File: config.mk
export PLATFORM = sky130hd
export DESIGN_NAME = imu_sample_averager_core
export DESIGN_NICKNAME = d
export VERILOG_FILES = /design/src/hw/rtl/imu_avg_pkg.sv /design/src/hw/rtl/imu_sample_averager_core.sv /design/src/hw/rtl/imu_avg_div.sv
export SDC_FILE = /design/constraint.sdc
export NUM_CORES = 1
export LEC_CHECK = 0
export ABC_AREA = 1
export BUFFER_PORTS_ARGS = -buffer_cell sky130_fd_sc_hd__buf_2
export CAP_MARGIN = 10
export CORE_MARGIN = 2
export CORE_UTILIZATION = 45
export CTS_CLUSTER_DIAMETER = 40
export DETAILED_ROUTE_END_ITERATION = 6
export PLACE_DENSITY_LB_ADDON = 0.05
export SLEW_MARGIN = 10
export SYNTH_ARGS = -nofsm -noshare
export SYNTH_HDL_FRONTEND = slang
export SYNTH_SLANG_ARGS = --single-unit
File: constraint.sdc
create_clock -name clk -period 5.5 [get_ports clk]
set_clock_uncertainty 0.05 [all_clocks]
set_input_delay 1.1 -clock clk [delete_from_list [all_inputs] [get_ports clk]]
set_output_delay 1.1 -clock clk [all_outputs]
set_load 0.02 [all_outputs]
File: src/hw/rtl/imu_avg_pkg.sv
// ----------------------------------------------------------------------------
// imu_avg_pkg
// shared widths, codes and handshake structs for the imu sample averager
// ----------------------------------------------------------------------------
package imu_avg_pkg;

	localparam int SMP_W   = 16;
	localparam int SUM_W   = 24;
	localparam int CNT_W   = 8;
	localparam int LVL_W   = 11;
	localparam int TIME_W  = 5;
	localparam int SPAN_W  = 13;
	localparam int ID_W    = 16;
	localparam int REQ_W   = 2;
	localparam int IN_W    = 128;
	localparam int OUT_W   = 80;
	localparam int LANES   = 7;
	localparam int LANE_W  = 3;
	localparam int AXES    = 3;
	localparam int AXIS_W  = 2;
	localparam int SENSORS = 3;
	localparam int SENS_W  = 2;

	localparam logic [TIME_W-1:0] TIME_RESET = 5'd10;

	localparam logic signed [SMP_W-1:0] GYRO_HI = 16'sd32000;
	localparam logic signed [SMP_W-1:0] GYRO_LO = -16'sd32000;

	// lanes: accel x/y/z, temperature, gyro x/y/z
	localparam logic [LANE_W-1:0] LANE_ACC  = 3'd0;
	localparam logic [LANE_W-1:0] LANE_TEMP = 3'd3;
	localparam logic [LANE_W-1:0] LANE_GYR  = 3'd4;
	localparam logic [LANE_W-1:0] LANE_LAST = 3'd6;

	localparam logic [SENS_W-1:0] SENS_ACC  = 2'd0;
	localparam logic [SENS_W-1:0] SENS_GYR  = 2'd1;
	localparam logic [SENS_W-1:0] SENS_TEMP = 2'd2;

	typedef enum logic [REQ_W-1:0] {
		REQ_SAMPLE = 2'd0,
		REQ_ACC    = 2'd1,
		REQ_GYR    = 2'd2,
		REQ_TEMP   = 2'd3
	} req_t;

	typedef enum logic [1:0] {
		ST_IDLE  = 2'd0,
		ST_ACCUM = 2'd1,
		ST_DIV   = 2'd2,
		ST_OUT   = 2'd3
	} state_t;

	typedef struct packed {
		logic                    start;
		logic signed [SUM_W-1:0] dividend;
		logic [CNT_W-1:0]        divisor;
	} div_req_t;

	typedef struct packed {
		logic             done;
		logic [SMP_W-1:0] quotient;
	} div_rsp_t;

endpackage

File: src/hw/rtl/imu_sample_averager_core.sv
// ----------------------------------------------------------------------------
// imu_sample_averager_core
// per-sensor boxcar averager; a taken sample is latched, then its seven lanes go
// through one adder in turn, a dropped sample is not added; readout: the axes
// pass the shared divider in turn and the result is registered, three axes for
// accel or gyro and one for temperature; an empty readout gives zero fields;
// asynchronous active-low reset clears sums, counts, ids and sets period to 10
// ----------------------------------------------------------------------------
module imu_sample_averager_core #(
	parameter int unsigned MAX_COUNT = 255
) (
	input  logic                                clk,
	input  logic                                arst_n,
	input  logic                                s_tvalid,
	output logic                                s_tready,
	// fifo_level, read_ok, acc_x, acc_y, acc_z, temp_raw, gyr_x, gyr_y, gyr_z
	input  logic [imu_avg_pkg::IN_W-1:0]        s_tdata,
	// req_type
	input  logic [imu_avg_pkg::REQ_W-1:0]       s_tuser,
	output logic                                m_tvalid,
	input  logic                                m_tready,
	// avg_x, avg_y, avg_z, span_ms, seq_id
	output logic [imu_avg_pkg::OUT_W-1:0]       m_tdata,
	// avail
	output logic                                m_tuser,
	input  logic                                cfg_valid,
	output logic                                cfg_ready,
	input  logic [imu_avg_pkg::TIME_W-1:0]      cfg_data
);
	import imu_avg_pkg::*;

	localparam logic [CNT_W-1:0] CNT_MAX = CNT_W'(MAX_COUNT);

	state_t state_q, state_d;

	logic [TIME_W-1:0]       time_q;
	logic [LVL_W-1:0]        last_lvl_q;
	logic signed [SMP_W-1:0] last_good_q [AXES];
	logic [CNT_W-1:0]        cnt_q [SENSORS];
	logic [ID_W-1:0]         ids_q [SENSORS];
	logic signed [SUM_W-1:0] sum_q [LANES];
	logic signed [SMP_W-1:0] val_q [LANES];
	logic [LANES-1:0]        add_en_q;
	logic [LANE_W-1:0]       lane_q;

	logic [CNT_W-1:0]        div_cnt_q;
	logic [SPAN_W-1:0]       span_q;
	logic [ID_W-1:0]         seq_q;
	logic [AXIS_W-1:0]       axis_q;
	logic [AXIS_W-1:0]       last_axis_q;
	logic [LANE_W-1:0]       base_q;
	logic                    issued_q;
	logic [SMP_W-1:0]        avg_q [AXES];

	logic                    m_tvalid_q;
	logic [OUT_W-1:0]        m_tdata_q;
	logic                    m_tuser_q;

	req_t                    req;
	logic                    fire;
	logic                    out_load;
	logic [LVL_W-1:0]        lvl;
	logic                    ok;
	logic                    take;
	logic signed [SMP_W-1:0] smp [LANES];
	logic                    gyr_good [AXES];
	logic signed [SMP_W-1:0] gyr_use [AXES];
	logic [SENS_W-1:0]       rd_sens;
	logic [LANE_W-1:0]       rd_base;
	logic [CNT_W-1:0]        rd_cnt;
	logic [LANE_W-1:0]       div_lane;
	logic signed [SUM_W-1:0] lane_add;
	div_req_t                div_req;
	div_rsp_t                div_rsp;

	// request decode
	always_comb begin
		req  = req_t'(s_tuser);
		lvl  = s_tdata[LVL_W-1:0];
		ok   = s_tdata[LVL_W];
		take = ok && (lvl != '0) && (lvl != last_lvl_q);
		for (int k = 0; k < LANES; k++) begin
			smp[k] = s_tdata[LVL_W + 1 + SMP_W*k +: SMP_W];
		end
		for (int k = 0; k < AXES; k++) begin
			gyr_good[k] = (smp[LANE_GYR + k] >= GYRO_LO) && (smp[LANE_GYR + k] <= GYRO_HI);
			gyr_use[k]  = gyr_good[k] ? smp[LANE_GYR + k] : last_good_q[k];
		end
		case (req)
			REQ_ACC: begin
				rd_sens = SENS_ACC;
				rd_base = LANE_ACC;
			end
			REQ_GYR: begin
				rd_sens = SENS_GYR;
				rd_base = LANE_GYR;
			end
			default: begin
				rd_sens = SENS_TEMP;
				rd_base = LANE_TEMP;
			end
		endcase
		rd_cnt   = cnt_q[rd_sens];
		div_lane = base_q + LANE_W'(axis_q);
		lane_add = sum_q[lane_q] + {{(SUM_W-SMP_W){val_q[lane_q][SMP_W-1]}}, val_q[lane_q]};
	end

	// next state
	always_comb begin
		state_d = state_q;
		case (state_q)
			ST_IDLE: begin
				if (fire) begin
					if (req == REQ_SAMPLE) begin
						if (take) state_d = ST_ACCUM;
					end else if (rd_cnt != '0) begin
						state_d = ST_DIV;
					end
				end
			end
			ST_ACCUM: begin
				if (lane_q == LANE_LAST) state_d = ST_IDLE;
			end
			ST_DIV: begin
				if (div_rsp.done && (axis_q == last_axis_q)) state_d = ST_OUT;
			end
			ST_OUT: begin
				state_d = ST_IDLE;
			end
			default: begin
				state_d = ST_IDLE;
			end
		endcase
	end

	// control outputs
	always_comb begin
		s_tready         = (state_q == ST_IDLE) && (!m_tvalid_q || m_tready);
		fire             = s_tvalid && s_tready;
		out_load         = ((state_q == ST_IDLE) && fire && (req != REQ_SAMPLE) && (rd_cnt == '0))
			|| (state_q == ST_OUT);
		cfg_ready        = 1'b1;
		div_req.start    = (state_q == ST_DIV) && !issued_q;
		div_req.dividend = sum_q[div_lane];
		div_req.divisor  = div_cnt_q;
	end

	imu_avg_div u_div (
		.clk    (clk),
		.arst_n (arst_n),
		.req    (div_req),
		.rsp    (div_rsp)
	);

	always_ff @(posedge clk or negedge arst_n) begin
		if (!arst_n) begin
			state_q    <= ST_IDLE;
			time_q     <= TIME_RESET;
			last_lvl_q <= '0;
			add_en_q   <= '0;
			lane_q     <= '0;
			axis_q     <= '0;
			issued_q   <= 1'b0;
			m_tvalid_q <= 1'b0;
			for (int k = 0; k < AXES; k++) begin
				last_good_q[k] <= '0;
			end
			for (int k = 0; k < SENSORS; k++) begin
				cnt_q[k] <= '0;
				ids_q[k] <= '0;
			end
			for (int k = 0; k < LANES; k++) begin
				sum_q[k] <= '0;
			end
		end else begin
			state_q <= state_d;
			if (cfg_valid && cfg_ready) time_q <= cfg_data;
			if (out_load) begin
				m_tvalid_q <= 1'b1;
			end else if (m_tvalid_q && m_tready) begin
				m_tvalid_q <= 1'b0;
			end

			case (state_q)
				ST_IDLE: begin
					if (fire && (req == REQ_SAMPLE)) begin
						last_lvl_q <= lvl;
						lane_q     <= '0;
						if (take) begin
							for (int k = 0; k < AXES; k++) begin
								if (gyr_good[k]) last_good_q[k] <= smp[LANE_GYR + k];
							end
							for (int k = 0; k < SENSORS; k++) begin
								if (cnt_q[k] < CNT_MAX) cnt_q[k] <= cnt_q[k] + CNT_W'(1);
							end
							add_en_q <= {{AXES{cnt_q[SENS_GYR] < CNT_MAX}},
								cnt_q[SENS_TEMP] < CNT_MAX,
								{AXES{cnt_q[SENS_ACC] < CNT_MAX}}};
						end
					end else if (fire && (rd_cnt != '0)) begin
						cnt_q[rd_sens] <= '0;
						ids_q[rd_sens] <= ids_q[rd_sens] + ID_W'(1);
						axis_q         <= '0;
						issued_q       <= 1'b0;
					end
				end
				ST_ACCUM: begin
					if (add_en_q[lane_q]) sum_q[lane_q] <= lane_add;
					lane_q <= lane_q + LANE_W'(1);
				end
				ST_DIV: begin
					if (div_req.start) issued_q <= 1'b1;
					if (div_rsp.done) begin
						sum_q[div_lane] <= '0;
						axis_q          <= axis_q + AXIS_W'(1);
						issued_q        <= 1'b0;
					end
				end
				default: begin
				end
			endcase
		end
	end

	// payload registers
	always_ff @(posedge clk) begin
		if ((state_q == ST_IDLE) && fire) begin
			if (req == REQ_SAMPLE) begin
				for (int k = 0; k < AXES; k++) begin
					val_q[LANE_ACC + k] <= smp[LANE_ACC + k];
					val_q[LANE_GYR + k] <= gyr_use[k];
				end
				val_q[LANE_TEMP] <= smp[LANE_TEMP];
			end else if (rd_cnt == '0) begin
				m_tdata_q <= '0;
				m_tuser_q <= 1'b0;
			end else begin
				div_cnt_q   <= rd_cnt;
				base_q      <= rd_base;
				seq_q       <= ids_q[rd_sens] + ID_W'(1);
				last_axis_q <= (req == REQ_TEMP) ? AXIS_W'(0) : AXIS_W'(AXES - 1);
				span_q      <= (req == REQ_TEMP) ? '0 :
					({{(SPAN_W-TIME_W){1'b0}}, time_q} * {{(SPAN_W-CNT_W){1'b0}}, rd_cnt});
				for (int k = 0; k < AXES; k++) begin
					avg_q[k] <= '0;
				end
			end
		end
		if ((state_q == ST_DIV) && div_rsp.done) begin
			avg_q[axis_q] <= div_rsp.quotient;
		end
		if (state_q == ST_OUT) begin
			m_tuser_q <= 1'b1;
			m_tdata_q <= {{(OUT_W - 3*SMP_W - SPAN_W - ID_W){1'b0}},
				seq_q, span_q, avg_q[2], avg_q[1], avg_q[0]};
		end
	end

	assign m_tvalid = m_tvalid_q;
	assign m_tdata  = m_tdata_q;
	assign m_tuser  = m_tuser_q;

endmodule

File: src/hw/rtl/imu_avg_div.sv
// ----------------------------------------------------------------------------
// imu_avg_div
// shared averaging divider: restoring division, one quotient bit per cycle,
// sum passed through for one sample and floor-halved for two
// ----------------------------------------------------------------------------
module imu_avg_div (
	input  logic                  clk,
	input  logic                  arst_n,
	input  imu_avg_pkg::div_req_t req,
	output imu_avg_pkg::div_rsp_t rsp
);
	import imu_avg_pkg::*;

	localparam int STEP_W = $clog2(SUM_W);
	localparam logic [STEP_W-1:0] STEP_LAST = STEP_W'(SUM_W - 1);

	logic              run_q;
	logic              done_q;
	logic [STEP_W-1:0] step_q;
	logic              neg_q;
	logic [CNT_W-1:0]  d_q;
	logic [CNT_W-1:0]  rem_q;
	logic [SUM_W-1:0]  dq_q;
	logic [SMP_W-1:0]  res_q;

	logic [CNT_W:0]   trial;
	logic [CNT_W:0]   trial_sub;
	logic             ge;
	logic [CNT_W-1:0] rem_n;
	logic [SUM_W-1:0] dq_n;
	logic [SUM_W-1:0] mag;
	logic signed [SUM_W-1:0] half;

	always_comb begin
		trial     = {rem_q, dq_q[SUM_W-1]};
		ge        = trial >= {1'b0, d_q};
		trial_sub = trial - {1'b0, d_q};
		rem_n     = ge ? trial_sub[CNT_W-1:0] : trial[CNT_W-1:0];
		dq_n      = {dq_q[SUM_W-2:0], ge};
		mag       = req.dividend[SUM_W-1] ? (-req.dividend) : req.dividend;
		half      = req.dividend >>> 1;
	end

	always_ff @(posedge clk or negedge arst_n) begin
		if (!arst_n) begin
			run_q  <= 1'b0;
			done_q <= 1'b0;
			step_q <= '0;
		end else begin
			done_q <= 1'b0;
			if (req.start && !run_q) begin
				if (req.divisor == CNT_W'(1)) begin
					done_q <= 1'b1;
				end else if (req.divisor == CNT_W'(2)) begin
					done_q <= 1'b1;
				end else begin
					run_q  <= 1'b1;
					step_q <= '0;
				end
			end else if (run_q) begin
				step_q <= step_q + STEP_W'(1);
				if (step_q == STEP_LAST) begin
					run_q  <= 1'b0;
					done_q <= 1'b1;
				end
			end
		end
	end

	always_ff @(posedge clk) begin
		if (req.start && !run_q) begin
			neg_q <= req.dividend[SUM_W-1];
			d_q   <= req.divisor;
			rem_q <= '0;
			dq_q  <= mag;
			if (req.divisor == CNT_W'(1)) begin
				res_q <= req.dividend[SMP_W-1:0];
			end else if (req.divisor == CNT_W'(2)) begin
				res_q <= half[SMP_W-1:0];
			end
		end else if (run_q) begin
			rem_q <= rem_n;
			dq_q  <= dq_n;
			if (step_q == STEP_LAST) begin
				res_q <= neg_q ? (-dq_n[SMP_W-1:0]) : dq_n[SMP_W-1:0];
			end
		end
	end

	assign rsp.done     = done_q;
	assign rsp.quotient = res_q;

endmodule

==> flow_metrics.tcl <==
set metrics [dict create \
    status "finished clean" \
    die_x_um 280 \
    syn_inst 3960 \
    fmax_mhz 199.6 \
    drive_gt1_frac 0.1455 \
    vias_per_cell 5.317 \
    cpPeakStageDelay_ps 540 \
    path_class "in -> reg" \
    cts_hold_buf 0 \
    crit_chain "buf_2 -> inv_1 -> ha_1 -> inv_4 -> nand2_4 -> o21ai_1 -> inv_1 -> nor2_1 -> fa_1 -> fa_1 -> inv_1 -> fa_1 -> inv_1 -> ha_1 -> a21oi_1 -> nand2_1 -> a31oi_1 -> o21ai_0 -> nand2_1 -> nand2_1 -> a21oi_1 -> nand2_1 -> nand2_1 -> nor2_1" \
    grt-ovfl-total 0 \
    routed_wl_um 99980 \
    min_period_ps 5010 \
    routed-via-count 28230 \
    tritoncts "built" \
    cp.arrival_ps 5400 \
    h-tree-depth 3 \
    num-fill-cells 6995 \
    gp_congestion 0.8891 \
    p_per_area_nw_per_um2 593.9 \
    detail-route-antenna-nets 0 \
    die_h_um 280 \
    total_power_mw 24.26 \
    slew_headroom 0.1686 \
    wl_per_cell_um 18.83 \
    ir_drop_uv 314.6 \
    rsz0062_at_grt "no" \
    critPathRequiredTime_ps 5890 \
    synth.distinct_cells 66 \
    ys_seq_elements 658 \
    async_reset_ff_frac 0.4909 \
    post_cts_buffers 0 \
    synth_top_area_frac 0.2856 \
    hpwl_um 68170 \
    grt_pass1_wl_um 157100 \
    antenna_found_initial 3 \
    route.detailed.drc 0 \
    slew_violations 0 \
    netlist_area_um2 34280 \
    cts.sinks 658 \
    synth-main-ff-cell "edfxtp_1" \
    hold_viol 0 \
    setup_viol 0 \
    synth_edf_count 326 \
    path_max_fanout 5 \
    hold_class "in -> async" \
    yosysMostFrequentCell "nand2_1" \
    cts.repair.resized 0 \
    clk-insertion-delay-late_ps 680 \
    finalCoreUtilization 0.5396 \
    yosysSeqAreaShare 0.5267 \
    postSynthAreaPerCell_um2 8.656 \
    drtIter0Drc 2289 \
    clkSlewWorstSetupHoldPaths_ps 50 \
    tightest_slew_ps 1246 \
    core-area_um2 75700 \
    critical-path-slowest-cell "fa_1" \
    clockBufferDepth 3 \
    max_cap_violations 0 \
    start_util 0.4529 \
    io_pins 224 \
    synth_top_cell_by_area "edfxtp_1" \
    critPathCaptureType "flip-flop" \
    row_count 101 \
    io_buffers 215 \
    p_leak_nw 18.82 \
    cts_buffers 112 \
    ys_top_cells_by_count "nand2_1 (1146), inv_1 (470), edfxtp_1 (326), dfrtp_1 (321), nor2_1 (307)" \
    yosysWarningCount 0 \
    start_kind "input pin" \
    grt_pass1_vias 27650 \
    nNetsFinal 4463 \
    dieArea_um2 78400 \
    finalCritPeriodShare 0.9109 \
    synth_area_leaders "edfxtp_1 (29%), dfrtp_1 (23%), nand2_1 (13%), inv_1 (5.1%), o21ai_0 (3.9%)" \
    grt_start_max_net_pins 158 \
    dr.pass1.iters 6 \
    cpMostUsedCell "nand2_1" \
    clock-root-buffer "clkbuf_16" \
    r2r_cells 19 \
    grt_usage 0.2574 \
    syn2layout_area_growth_pct 19.15 \
]
-- sequential cells by signal (all words and copies together), names as in the netlist, 5 cells and up --
signal and flops:
avg_q 48, cnt_q 24, div_cnt_q 8, ids_q 48
last_good_q 48, last_lvl_q 11, m_tdata 77, seq_q 16
span_q 13, sum_q 168, time_q 5, u_div.d_q 8
u_div.dq_q 24, u_div.rem_q 8, u_div.res_q 16, u_div.step_q 5
val_q 112
-- placed cells by master (no fill, tap or decap), drive strengths merged, types with 3 or more instances in the layout --
cell type / Yosys / final
fa: 21 / 21
o22ai: 103 / 103
nand2: 1166 / 1166
inv: 489 / 509
xnor2: 24 / 24
nand3: 220 / 220
nor3: 25 / 25
o21ai: 337 / 337
o21a: 3 / 3
xor2: 48 / 48
a221oi: 32 / 32
buf: 88 / 317
a31oi: 9 / 9
dfxtp: 9 / 9
nor2: 320 / 320
a21oi: 99 / 99
clkbuf: 73 / 123
o31ai: 21 / 21
clkinvlp: 0 / 12
o221ai: 5 / 5
or2: 10 / 10
dfrtp: 321 / 321
bufinv: 0 / 24
nand3b: 3 / 3
ha: 70 / 70
nand4: 35 / 35
o21bai: 4 / 4
a22o: 10 / 10
nor4: 10 / 10
a21boi: 7 / 7
edfxtp: 326 / 326
o211ai: 14 / 14
conb: 2 / 4
a22oi: 20 / 20
o2111ai: 16 / 16
clkinv: 6 / 40
-- power by group --
part / total (mW) / switching, mW / internal, mW
Combinational: 9.21 / 6.42 / 2.79
Clock: 7.70 / 2.68 / 5.02
Sequential: 7.35 / 0.674 / 6.67
-- worst max-delay path, delay by kind of cell --
family,cells,cell delay (ps)
AO/OA/AOI/OAI,5,950
buffers and inverters,6,490
AND/OR/NAND/NOR,8,610
adder cells (fa/ha/maj),5,2210
-- routing by layer --
layer	routed length [um]	vias up	part of all wire	GRT usage
met5	13	-	0.00013	0
met4	2480	2	0.025	0.07679
met3	6189	176	0.062	0.04189
met2	46670	882	0.47	0.4163
met1	44620	13480	0.45	0.3569
li1	-	13690	-	-
-- final cells by class --
| class | instances | area (um^2) | area share |
|---|---|---|---|
| inverters | 495 | 1861 | 0.04555 |
| clock inverters | 90 | 1287 | 0.03152 |
| repair buffers | 317 | 1914 | 0.04687 |
| multi-input cells | 2648 | 13580 | 0.3326 |
| flip-flops and latches | 658 | 18050 | 0.4421 |
| diodes | 1 | 2.502 | 0.00006127 |
| clock buffers | 123 | 2917 | 0.07141 |
| well taps | 978 | 1224 | 0.02996 |
-- cells by family (layout without fill, tap and decap cells) --
| group | count (synthesis) | count (layout) | synth area share |
|---|---|---|---|
| simple gates | 1792 | 1792 | 0.2153 |
| compound gates | 689 | 689 | 0.1212 |
| flops | 658 | 658 | 0.5267 |
| buf+inv | 656 | 1025 | 0.07902 |
| fa+ha+maj | 91 | 91 | 0.03781 |
| xor+xnor | 72 | 72 | 0.01971 |
| other cells | 2 | 5 | 0.0002191 |
-- final timing paths --
path,to,slack (ps),startpoint
max,span_q[12],490,s_tuser[0]
min,last_good_q[13],360,arst_n
max reg2reg,sum_q[160],990,lane_q[1]
min reg2reg,u_div.d_q[7],400,div_cnt_q[7]
max in group asynchronous,ids_q[28],3750,arst_n
min in group clk,u_div.d_q[7],400,div_cnt_q[7]
-- stage by stage --
stage	std cells	worst slack [ps]	hold slack [ps]	cell area (um^2)	TNS (ps)
floorplan	3962	109.8	376.4	34290	0
global placement	5096	-158.3	383.5	36640	-238.2
detailed placement	5096	-242.7	386.2	36640	-535.4
CTS	5309	470.5	383.8	40840	0
global route	5310	11.65	397.5	40840	0
finish	5310	490.1	358.4	40840	0
(Power assumes the default switching activity.)
